File: src/rtl/first_fit_partition_allocator_defines.svh
// Assertion macros shared by the first-fit allocator RTL.
// No dependencies; included by modules that carry concurrent checks.
`ifndef FIRST_FIT_PARTITION_ALLOCATOR_DEFINES_SVH
`define FIRST_FIT_PARTITION_ALLOCATOR_DEFINES_SVH

// check gated off while reset is applied
`define FFPA_ASSERT(lbl, prop, msg) \
  lbl: assert property (@(posedge clk_i) disable iff (!rst_ni) prop) else $error(msg);

// check that also holds throughout reset
`define FFPA_ASSERT_ALWAYS(lbl, prop, msg) \
  lbl: assert property (@(posedge clk_i) prop) else $error(msg);

`endif

File: src/rtl/ffpa_pkg.sv
// Package for the first-fit partition allocator: beat types, op and status codes,
// sequencer states and the unit map write control. No dependencies.
package ffpa_pkg;

  localparam int unsigned KB_FIELD_W = 10;

  typedef enum logic {
    OP_ALLOC = 1'b0,
    OP_FREE  = 1'b1
  } op_e;

  typedef enum logic [1:0] {
    ST_ALLOCATED = 2'd0,
    ST_NO_FIT    = 2'd1,
    ST_FREED     = 2'd2,
    ST_NOT_START = 2'd3
  } status_e;

  typedef enum logic [2:0] {
    S_CLEAR,
    S_IDLE,
    S_A_SCAN,
    S_A_PEEK,
    S_A_MARK,
    S_F_FIND,
    S_F_CLEAR,
    S_RESP
  } state_e;

  typedef struct packed {
    logic                  op;
    logic [KB_FIELD_W-1:0] request_kb;
    logic [KB_FIELD_W-1:0] release_addr_kb;
  } in_t;

  typedef struct packed {
    status_e               status;
    logic [KB_FIELD_W-1:0] block_addr_kb;
  } out_t;

  typedef struct packed {
    logic used_we;
    logic used_wd;
    logic start_we;
    logic start_wd;
  } map_wr_t;

endpackage

File: src/rtl/first_fit_partition_allocator.sv
// First-fit partition allocator over MEMORY_KB / UNIT_KB units (N, 160 by default).
// An allocate sweeps the map to the first free run that fits and then marks the run
// (a full sweep if none fits); a free sweeps to the block start and clears the block.
// One item at a time; a stalled result holds the block. The unit map is swept one
// unit per cycle through its read port.
// Reset: async, active low; then a clearing pass over all units with in_ready_o low.
`include "first_fit_partition_allocator_defines.svh"

module first_fit_partition_allocator #(
  parameter int unsigned MEMORY_KB = 640,
  parameter int unsigned UNIT_KB   = 4
) (
  input  logic           clk_i,
  input  logic           rst_ni,
  input  logic           in_valid_i,
  output logic           in_ready_o,
  input  ffpa_pkg::in_t  in_data_i,
  output logic           out_valid_o,
  input  logic           out_ready_i,
  output ffpa_pkg::out_t out_data_o
);

  localparam int unsigned NUNITS = MEMORY_KB / UNIT_KB;
  localparam int unsigned NMEM   = (NUNITS > 0) ? NUNITS : 1;
  localparam int unsigned IDX_W  = (NMEM > 1) ? $clog2(NMEM) : 1;
  localparam int unsigned CNT_W  = $clog2(NMEM + 1);
  localparam int unsigned KB_W   = $clog2(MEMORY_KB + 1);
  localparam int unsigned FW     = ffpa_pkg::KB_FIELD_W;
  localparam int unsigned CMP_W  = (KB_W > FW) ? KB_W : FW;

  localparam logic [CNT_W-1:0] N_CNT    = CNT_W'(NUNITS);
  localparam logic [CNT_W-1:0] LAST_CLR = CNT_W'(NMEM - 1);
  localparam logic [KB_W-1:0]  U_KB     = KB_W'(UNIT_KB);

  ffpa_pkg::state_e state_q, state_d;

  logic [CNT_W-1:0] iss_q, iss_d;
  logic [KB_W-1:0]  iss_kb_q, iss_kb_d;
  logic [IDX_W-1:0] pk_q, pk_d;
  logic [KB_W-1:0]  pk_kb_q, pk_kb_d;
  logic             proc_vld_q, proc_vld_d;
  logic [FW-1:0]    req_q, req_d;
  logic [FW-1:0]    addr_q, addr_d;
  logic             run_q, run_d;
  logic [IDX_W-1:0] run_idx_q, run_idx_d;
  logic [KB_W-1:0]  run_kb_q, run_kb_d;
  logic [KB_W-1:0]  run_addr_q, run_addr_d;
  logic [IDX_W-1:0] fit_idx_q, fit_idx_d;
  logic [IDX_W-1:0] mark_q, mark_d;
  logic             prev_used_q, prev_used_d;
  ffpa_pkg::out_t   res_q, res_d;
  logic             out_valid_q, out_valid_d;
  ffpa_pkg::out_t   out_data_q, out_data_d;

  ffpa_pkg::map_wr_t map_wr;
  logic [IDX_W-1:0]  used_idx;
  logic [IDX_W-1:0]  start_idx;
  logic              used_rd;
  logic              start_rd;

  logic             issuing;
  logic             scan_done;
  logic             accept;
  logic             resp_load;
  logic [KB_W-1:0]  new_run_kb;
  logic [CMP_W-1:0] req_eff;
  logic             alloc_fit;
  logic             free_match;

  assign accept    = in_valid_i && in_ready_o;
  assign issuing   = (state_q == ffpa_pkg::S_A_SCAN || state_q == ffpa_pkg::S_F_FIND ||
                      state_q == ffpa_pkg::S_F_CLEAR) && (iss_q < N_CNT);
  assign scan_done = !proc_vld_q && (iss_q == N_CNT);
  assign resp_load = (state_q == ffpa_pkg::S_RESP) && (!out_valid_q || out_ready_i);

  assign new_run_kb = run_q ? run_kb_q + U_KB : U_KB;
  assign req_eff    = (req_q == '0) ? CMP_W'(1) : CMP_W'(req_q);
  assign alloc_fit  = proc_vld_q && !used_rd && (CMP_W'(new_run_kb) >= req_eff);
  assign free_match = proc_vld_q && (CMP_W'(pk_kb_q) == CMP_W'(addr_q));

  ffpa_map #(
    .NMEM  (NMEM),
    .IDX_W (IDX_W)
  ) u_map (
    .clk_i       (clk_i),
    .rd_en_i     (issuing),
    .rd_idx_i    (iss_q[IDX_W-1:0]),
    .wr_i        (map_wr),
    .used_idx_i  (used_idx),
    .start_idx_i (start_idx),
    .used_o      (used_rd),
    .start_o     (start_rd)
  );

  always_comb begin
    state_d = state_q;
    unique case (state_q)
      ffpa_pkg::S_CLEAR: begin
        if (iss_q == LAST_CLR) state_d = ffpa_pkg::S_IDLE;
      end
      ffpa_pkg::S_IDLE: begin
        if (accept) begin
          state_d = (in_data_i.op == ffpa_pkg::OP_FREE) ? ffpa_pkg::S_F_FIND
                                                        : ffpa_pkg::S_A_SCAN;
        end
      end
      ffpa_pkg::S_A_SCAN: begin
        if (alloc_fit) state_d = ffpa_pkg::S_A_PEEK;
        else if (scan_done) state_d = ffpa_pkg::S_RESP;
      end
      ffpa_pkg::S_A_PEEK: begin
        state_d = ffpa_pkg::S_A_MARK;
      end
      ffpa_pkg::S_A_MARK: begin
        if (mark_q == fit_idx_q) state_d = ffpa_pkg::S_RESP;
      end
      ffpa_pkg::S_F_FIND: begin
        if (free_match) state_d = start_rd ? ffpa_pkg::S_F_CLEAR : ffpa_pkg::S_RESP;
        else if (scan_done) state_d = ffpa_pkg::S_RESP;
      end
      ffpa_pkg::S_F_CLEAR: begin
        if ((proc_vld_q && start_rd) || scan_done) state_d = ffpa_pkg::S_RESP;
      end
      ffpa_pkg::S_RESP: begin
        if (resp_load) state_d = ffpa_pkg::S_IDLE;
      end
      default: state_d = ffpa_pkg::S_CLEAR;
    endcase
  end

  always_comb begin
    iss_d       = iss_q;
    iss_kb_d    = iss_kb_q;
    pk_d        = pk_q;
    pk_kb_d     = pk_kb_q;
    proc_vld_d  = issuing;
    req_d       = req_q;
    addr_d      = addr_q;
    run_d       = run_q;
    run_idx_d   = run_idx_q;
    run_kb_d    = run_kb_q;
    run_addr_d  = run_addr_q;
    fit_idx_d   = fit_idx_q;
    mark_d      = mark_q;
    prev_used_d = prev_used_q;
    res_d       = res_q;
    map_wr      = '0;
    used_idx    = pk_q;
    start_idx   = pk_q;

    if (issuing) begin
      iss_d    = iss_q + CNT_W'(1);
      iss_kb_d = iss_kb_q + U_KB;
      pk_d     = iss_q[IDX_W-1:0];
      pk_kb_d  = iss_kb_q;
    end

    unique case (state_q)
      ffpa_pkg::S_CLEAR: begin
        used_idx        = iss_q[IDX_W-1:0];
        start_idx       = iss_q[IDX_W-1:0];
        map_wr.used_we  = 1'b1;
        map_wr.used_wd  = 1'b0;
        map_wr.start_we = 1'b1;
        map_wr.start_wd = (iss_q == '0);
        iss_d           = iss_q + CNT_W'(1);
      end
      ffpa_pkg::S_IDLE: begin
        if (accept) begin
          iss_d  = '0;
          iss_kb_d = '0;
          run_d  = 1'b0;
          prev_used_d = 1'b0;
          req_d  = in_data_i.request_kb;
          addr_d = in_data_i.release_addr_kb;
        end
      end
      ffpa_pkg::S_A_SCAN: begin
        if (proc_vld_q) begin
          run_d = !used_rd;
          if (!used_rd) begin
            run_kb_d = new_run_kb;
            if (!run_q) begin
              run_idx_d  = pk_q;
              run_addr_d = pk_kb_q;
            end
          end
        end
        if (alloc_fit) begin
          fit_idx_d = pk_q;
        end else if (scan_done) begin
          res_d.status        = ffpa_pkg::ST_NO_FIT;
          res_d.block_addr_kb = '0;
        end
      end
      ffpa_pkg::S_A_PEEK: begin
        if (proc_vld_q && !used_rd) begin
          map_wr.start_we = 1'b1;
          map_wr.start_wd = 1'b1;
        end
        mark_d = run_idx_q;
      end
      ffpa_pkg::S_A_MARK: begin
        used_idx        = mark_q;
        start_idx       = run_idx_q;
        map_wr.used_we  = 1'b1;
        map_wr.used_wd  = 1'b1;
        map_wr.start_we = (mark_q == run_idx_q);
        map_wr.start_wd = 1'b1;
        mark_d          = mark_q + IDX_W'(1);
        if (mark_q == fit_idx_q) begin
          res_d.status        = ffpa_pkg::ST_ALLOCATED;
          res_d.block_addr_kb = FW'(run_addr_q);
        end
      end
      ffpa_pkg::S_F_FIND: begin
        if (proc_vld_q) prev_used_d = used_rd;
        if (free_match && start_rd) begin
          map_wr.used_we  = 1'b1;
          map_wr.used_wd  = 1'b0;
          map_wr.start_we = (pk_q != '0) && !prev_used_q;
          map_wr.start_wd = 1'b0;
        end else if (free_match || scan_done) begin
          res_d.status        = ffpa_pkg::ST_NOT_START;
          res_d.block_addr_kb = '0;
        end
      end
      ffpa_pkg::S_F_CLEAR: begin
        if (proc_vld_q) begin
          if (start_rd) begin
            map_wr.start_we = !used_rd;
            map_wr.start_wd = 1'b0;
          end else begin
            map_wr.used_we = 1'b1;
            map_wr.used_wd = 1'b0;
          end
        end
        res_d.status        = ffpa_pkg::ST_FREED;
        res_d.block_addr_kb = '0;
      end
      ffpa_pkg::S_RESP: begin
      end
      default: begin
      end
    endcase

    out_valid_d = out_valid_q && !out_ready_i;
    out_data_d  = out_data_q;
    if (resp_load) begin
      out_valid_d = 1'b1;
      out_data_d  = res_q;
    end
  end

  always_ff @(posedge clk_i or negedge rst_ni) begin
    if (!rst_ni) begin
      state_q     <= ffpa_pkg::S_CLEAR;
      iss_q       <= '0;
      proc_vld_q  <= 1'b0;
      out_valid_q <= 1'b0;
    end else begin
      state_q     <= state_d;
      iss_q       <= iss_d;
      proc_vld_q  <= proc_vld_d;
      out_valid_q <= out_valid_d;
    end
  end

  always_ff @(posedge clk_i) begin
    iss_kb_q    <= iss_kb_d;
    pk_q        <= pk_d;
    pk_kb_q     <= pk_kb_d;
    req_q       <= req_d;
    addr_q      <= addr_d;
    run_q       <= run_d;
    run_idx_q   <= run_idx_d;
    run_kb_q    <= run_kb_d;
    run_addr_q  <= run_addr_d;
    fit_idx_q   <= fit_idx_d;
    mark_q      <= mark_d;
    prev_used_q <= prev_used_d;
    res_q       <= res_d;
    out_data_q  <= out_data_d;
  end

  assign in_ready_o  = (state_q == ffpa_pkg::S_IDLE);
  assign out_valid_o = out_valid_q;
  assign out_data_o  = out_data_q;

  `FFPA_ASSERT_ALWAYS(a_addr_zero, out_valid_o && (out_data_o.status != ffpa_pkg::ST_ALLOCATED) |-> (out_data_o.block_addr_kb == '0), "address set on a non-allocate beat")
  `FFPA_ASSERT(a_clear_once, (state_q != ffpa_pkg::S_CLEAR) |=> (state_q != ffpa_pkg::S_CLEAR), "clearing pass re-entered")
  `FFPA_ASSERT(a_accept_scan, accept |=> (state_q == ffpa_pkg::S_A_SCAN || state_q == ffpa_pkg::S_F_FIND), "accepted beat did not start a sweep")
  `FFPA_ASSERT(a_proc_range, proc_vld_q |-> (CNT_W'(pk_q) < N_CNT), "processed unit beyond the region")
  `FFPA_ASSERT(a_mark_span, (state_q == ffpa_pkg::S_A_MARK) |-> (mark_q >= run_idx_q && mark_q <= fit_idx_q), "marking outside the chosen run")

endmodule

File: src/rtl/ffpa_map.sv
// Unit map store: one used bit and one block-start bit per unit, each a
// single-port-write memory with a registered read. Depends on ffpa_pkg.
module ffpa_map #(
  parameter int unsigned NMEM  = 160,
  parameter int unsigned IDX_W = 8
) (
  input  logic              clk_i,
  input  logic              rd_en_i,
  input  logic [IDX_W-1:0]  rd_idx_i,
  input  ffpa_pkg::map_wr_t wr_i,
  input  logic [IDX_W-1:0]  used_idx_i,
  input  logic [IDX_W-1:0]  start_idx_i,
  output logic              used_o,
  output logic              start_o
);

  logic used_mem  [NMEM];
  logic start_mem [NMEM];
  logic used_q;
  logic start_q;

  always_ff @(posedge clk_i) begin
    if (wr_i.used_we) begin
      used_mem[used_idx_i] <= wr_i.used_wd;
    end
    if (wr_i.start_we) begin
      start_mem[start_idx_i] <= wr_i.start_wd;
    end
    if (rd_en_i) begin
      used_q  <= used_mem[rd_idx_i];
      start_q <= start_mem[rd_idx_i];
    end
  end

  assign used_o  = used_q;
  assign start_o = start_q;

endmodule
File: config.mk
export PLATFORM = sky130hd
export DESIGN_NAME = first_fit_partition_allocator
export DESIGN_NICKNAME = d
export VERILOG_FILES = /design/src/rtl/ffpa_pkg.sv /design/src/rtl/first_fit_partition_allocator.sv /design/src/rtl/ffpa_map.sv
export VERILOG_INCLUDE_DIRS = /design/src /design/src/rtl
export SDC_FILE = /design/constraint.sdc
export NUM_CORES = 1
export LEC_CHECK = 0
export BUFFER_PORTS_ARGS = -buffer_cell sky130_fd_sc_hd__buf_2
export CAP_MARGIN = 20
export CORE_MARGIN = 1
export CORE_UTILIZATION = 35
export DETAILED_ROUTE_END_ITERATION = 8
export SYNTH_ARGS = -nofsm -noshare
export SYNTH_HDL_FRONTEND = slang
export SYNTH_SLANG_ARGS = --single-unit
File: constraint.sdc
create_clock -name clk_i -period 5.1 [get_ports clk_i]
set_input_delay 0.255 -clock clk_i [delete_from_list [all_inputs] [get_ports clk_i]]
set_output_delay 0.255 -clock clk_i [all_outputs]
set_load 0.02 [all_outputs]
==> impl_metrics.env <==
export IMPL_status="complete, no violations"
export IMPL_final_nets=1567
export IMPL_drv_slew=0
export IMPL_die_width_um=245
export IMPL_gp_congestion=0.851
export IMPL_yosys_area_top_type="edfxtp_1"
export IMPL_grt_setup_unrepaired="no"
export IMPL_finish_utilization=0.399
export IMPL_grt_first_pass_wirelength_mm=77.5
export IMPL_synth_top_family_by_area="simple AND/OR/NAND/NOR gates"
export IMPL_min_path_type="primary input to flip-flop"
export IMPL_critPathLaunchType="flip-flop"
export IMPL_grt_start_max_net_pins=97
export IMPL_synth_flop_cell="edfxtp_1"
export IMPL_period_share=0.635
export IMPL_clock_skew_ns=0.0203
export IMPL_hpwlAfterDp_mm=30.3
export IMPL_post_route_worst_setup_slack_ns=1.86
export IMPL_worst_slew_pin_slew_ns=1.04
export IMPL_finalSetupTns_ns=0
export IMPL_fillCellCount=5362
export IMPL_overflow=0
export IMPL_async_flop_share=0.0293
export IMPL_fmax_mhz=309
export IMPL_synth_most_common_cell="edfxtp_1"
export IMPL_coreArea_um2=58000
export IMPL_antenna_found_initial=0
export IMPL_syn_avg_cell_area_um2=13.8
export IMPL_period_minus_slack_ns=3.24
export IMPL_root_buffer="clkbuf_16"
export IMPL_finalHoldViolCount=0
export IMPL_synth_edf_count=422
export IMPL_drt_iter0_drc=1350
export IMPL_yosysWarningCount=0
export IMPL_irDropWorstVdd_v=0.000350
export IMPL_dp_slack_ns=1.85
export IMPL_p_per_area_nw_per_um2=534
export IMPL_max_slew_margin_rel=0.307
export IMPL_cts_sinks=443
export IMPL_synth_simple_area_share=0.159
export IMPL_cts_setup_buffers=0
export IMPL_cap_violations=0
export IMPL_firstDrtPassIters=5
export IMPL_cp_arrival_ns=3.62
export IMPL_wl_per_cell_um=21.7
export IMPL_synth_top_area_frac=0.614
export IMPL_antenna_violating_nets_post_route=0
export IMPL_start_util=0.356
export IMPL_layout_drive_gt1_share=0.195
export IMPL_grt_pass1_vias=12800
export IMPL_crit_type="flip-flop to flip-flop"
export IMPL_io_buffer_count=36
export IMPL_cts_tree="yes"
export IMPL_crit_fanout=82
export IMPL_rows=88
export IMPL_cp_required_ns=5.48
export IMPL_multi_input_area_um2=6800
export IMPL_htree_levels=2
export IMPL_worstSetupEndpointType="flip-flop"
export IMPL_routed_via_density=5.47
export IMPL_yosysUniqueCellTypes=71
export IMPL_dieArea_um2=60000
export IMPL_postSynthCellCount=1496
export IMPL_p_leak_uw=0.00723
export IMPL_synth_seq_cells=443
export IMPL_grt_total_usage=0.170
export IMPL_yosys_top_cells_count="422 x edfxtp_1, 220 x nor2_1, 97 x nor3_1"
export IMPL_ios=39
export IMPL_synth_xor_area_frac=0.0187
export IMPL_cts_buffers_inserted=48
export IMPL_drcViolationCount=0
export IMPL_clock_latency_ns=0.59
export IMPL_setup_viol=0
export IMPL_netlist_top_cells_area="edfxtp_1 61%, mux4_2 7.9%, nor2_1 4.0%"
export IMPL_p_total_uw=12400
export IMPL_diodes=0
export IMPL_syn_area_um2=20600
export IMPL_yosysSeqAreaShare=0.637
export IMPL_synth_compound_area_frac=0.0447
export IMPL_muxShareOfSynthArea=0.0965
export IMPL_dieHeight_um=245
export IMPL_seqCellArea_um2=13200
export IMPL_clkSlewWorstSetupHoldPaths_ns=0.06
export IMPL_drt_total_wl_mm=50.5
export IMPL_rrSetupSlack_ns=1.86
export IMPL_clockBufferDepth=3
export IMPL_vias=12700
export IMPL_syn_to_final_growth_pct=12.2
export IMPL_synthAdderAreaFrac=0.00909
==> cell families (layout without fill, tap and decap cells) <==
logic type               after synthesis  after routing
other                                  1              2
AND/OR/NAND/NOR                      620            620
flip-flops                           443            443
multiplexers                         109            109
XOR/XNOR                              44             44
AO/OA/AOI/OAI                        141            141
adder cells (fa/ha/maj)               15             15
buffers and inverters                123            190
==> sequential cells by signal, summed over array words and instances, names as in the netlist, 8 cells and up <==
| register | cells |
|---|---|
| iss_kb_q | 8 |
| fit_idx_q | 8 |
| pk_kb_q | 8 |
| addr_q | 10 |
| iss_q | 8 |
| req_q | 10 |
| mark_q | 8 |
| run_idx_q | 8 |
| run_kb_q | 10 |
| res_q | 10 |
| u_map.start_mem | 160 |
| run_addr_q | 8 |
| u_map.used_mem | 160 |
| out_data_o | 10 |
| pk_q | 8 |
==> report_power, final <==
| group | internal, µW | switching, µW | leakage [µW] | total, µW |
|---|---|---|---|---|
| clock network | 1930 | 1440 | 0.000743 | 3360 |
| logic | 1280 | 2740 | 0.00234 | 4020 |
| registers | 4610 | 367 | 0.00415 | 4980 |
| total | 7820 | 4540 | 0.00723 | 12400 |
==> metrics by stage <==
stage	hold WS, ns	area, µm²	std cells
floorplan	-0.0406	20600	1497
global placement	0.176	21400	2218
detailed placement	0.174	21400	2219
CTS	0.0747	23100	2328
global route	0.121	23200	2329
finish	0.0887	23200	2329
==> path summary, 6_finish.rpt <==
kind | from | to | cells past startpoint
min in group asynchronous | rst_ni | out_valid_o | 2
min reg2reg | res_q[9] | out_data_o[9] | 0
max reg2reg | iss_q[0] | u_map.start_mem[148] | 7
min | in_valid_i | iss_q[7] | 4
max in group asynchronous | rst_ni | iss_q[0] | 2
max | iss_q[0] | u_map.start_mem[148] | 7
==> layout make-up <==
cell class	count	share of cell area
clock buffers	54	0.0547
clock inverters	33	0.0104
inverters	21	0.00351
multi-input cells	931	0.294
flip-flops and latches	443	0.568
well taps	765	0.0413
repair buffers	82	0.0279
==> what timing repair did <==
action | CTS | global route
hold endpoints to repair | 34 | 0
hold buffers | 22 | 0
resized for setup | 0 | 0
==> metal layers <==
metal / track usage / up-vias / wire length (µm)
met2: 0.281 / 493 / 24400
met4: 0.0491 / 0 / 1210
met1: 0.229 / 6450 / 21100
met5: 0 / - / 0
met3: 0.0306 / 89 / 3850
li1: - / 5711 / -
==> layout by cell type, fill, tap and decap left out, types with 10 or more instances in the layout <==
| cell type | synthesis | routed |
|---|---|---|
| nor2_1 | 220 | 220 |
| xnor2_1 | 32 | 32 |
| a21o_1 | 13 | 13 |
| dfrtp_1 | 13 | 11 |
| dlygate4sd3_1 | 0 | 22 |
| nand2_1 | 74 | 73 |
| clkinv_2 | 0 | 10 |
| buf_4 | 15 | 20 |
| nand3_2 | 15 | 15 |
| nand2_2 | 14 | 14 |
| nand4_1 | 12 | 12 |
| and2_1 | 24 | 24 |
| nand2b_1 | 11 | 11 |
| buf_2 | 22 | 36 |
| o21ai_0 | 21 | 21 |
| nor4_1 | 29 | 29 |
| and3_1 | 11 | 11 |
| a22oi_1 | 10 | 10 |
| inv_1 | 20 | 19 |
| nand3_1 | 28 | 28 |
| a21oi_1 | 54 | 54 |
| ha_1 | 15 | 15 |
| clkinv_1 | 0 | 16 |
| mux4_2 | 72 | 72 |
| xor2_1 | 12 | 12 |
| clkbuf_16 | 0 | 50 |
| nor3_2 | 42 | 41 |
| edfxtp_1 | 422 | 422 |
| nor3_1 | 97 | 97 |
| mux2i_1 | 37 | 37 |
==> critical path: stages, from the launching register on <==
cell     delay, ns
dfrtp_4       0.77
inv_1         0.14
ha_1          0.14
or3b_2        0.50
nor4b_1       0.25
o21ai_0       0.17
nand2_4       0.60
buf_12        0.36
No activity file was read; power rests on OpenSTA's default activity.
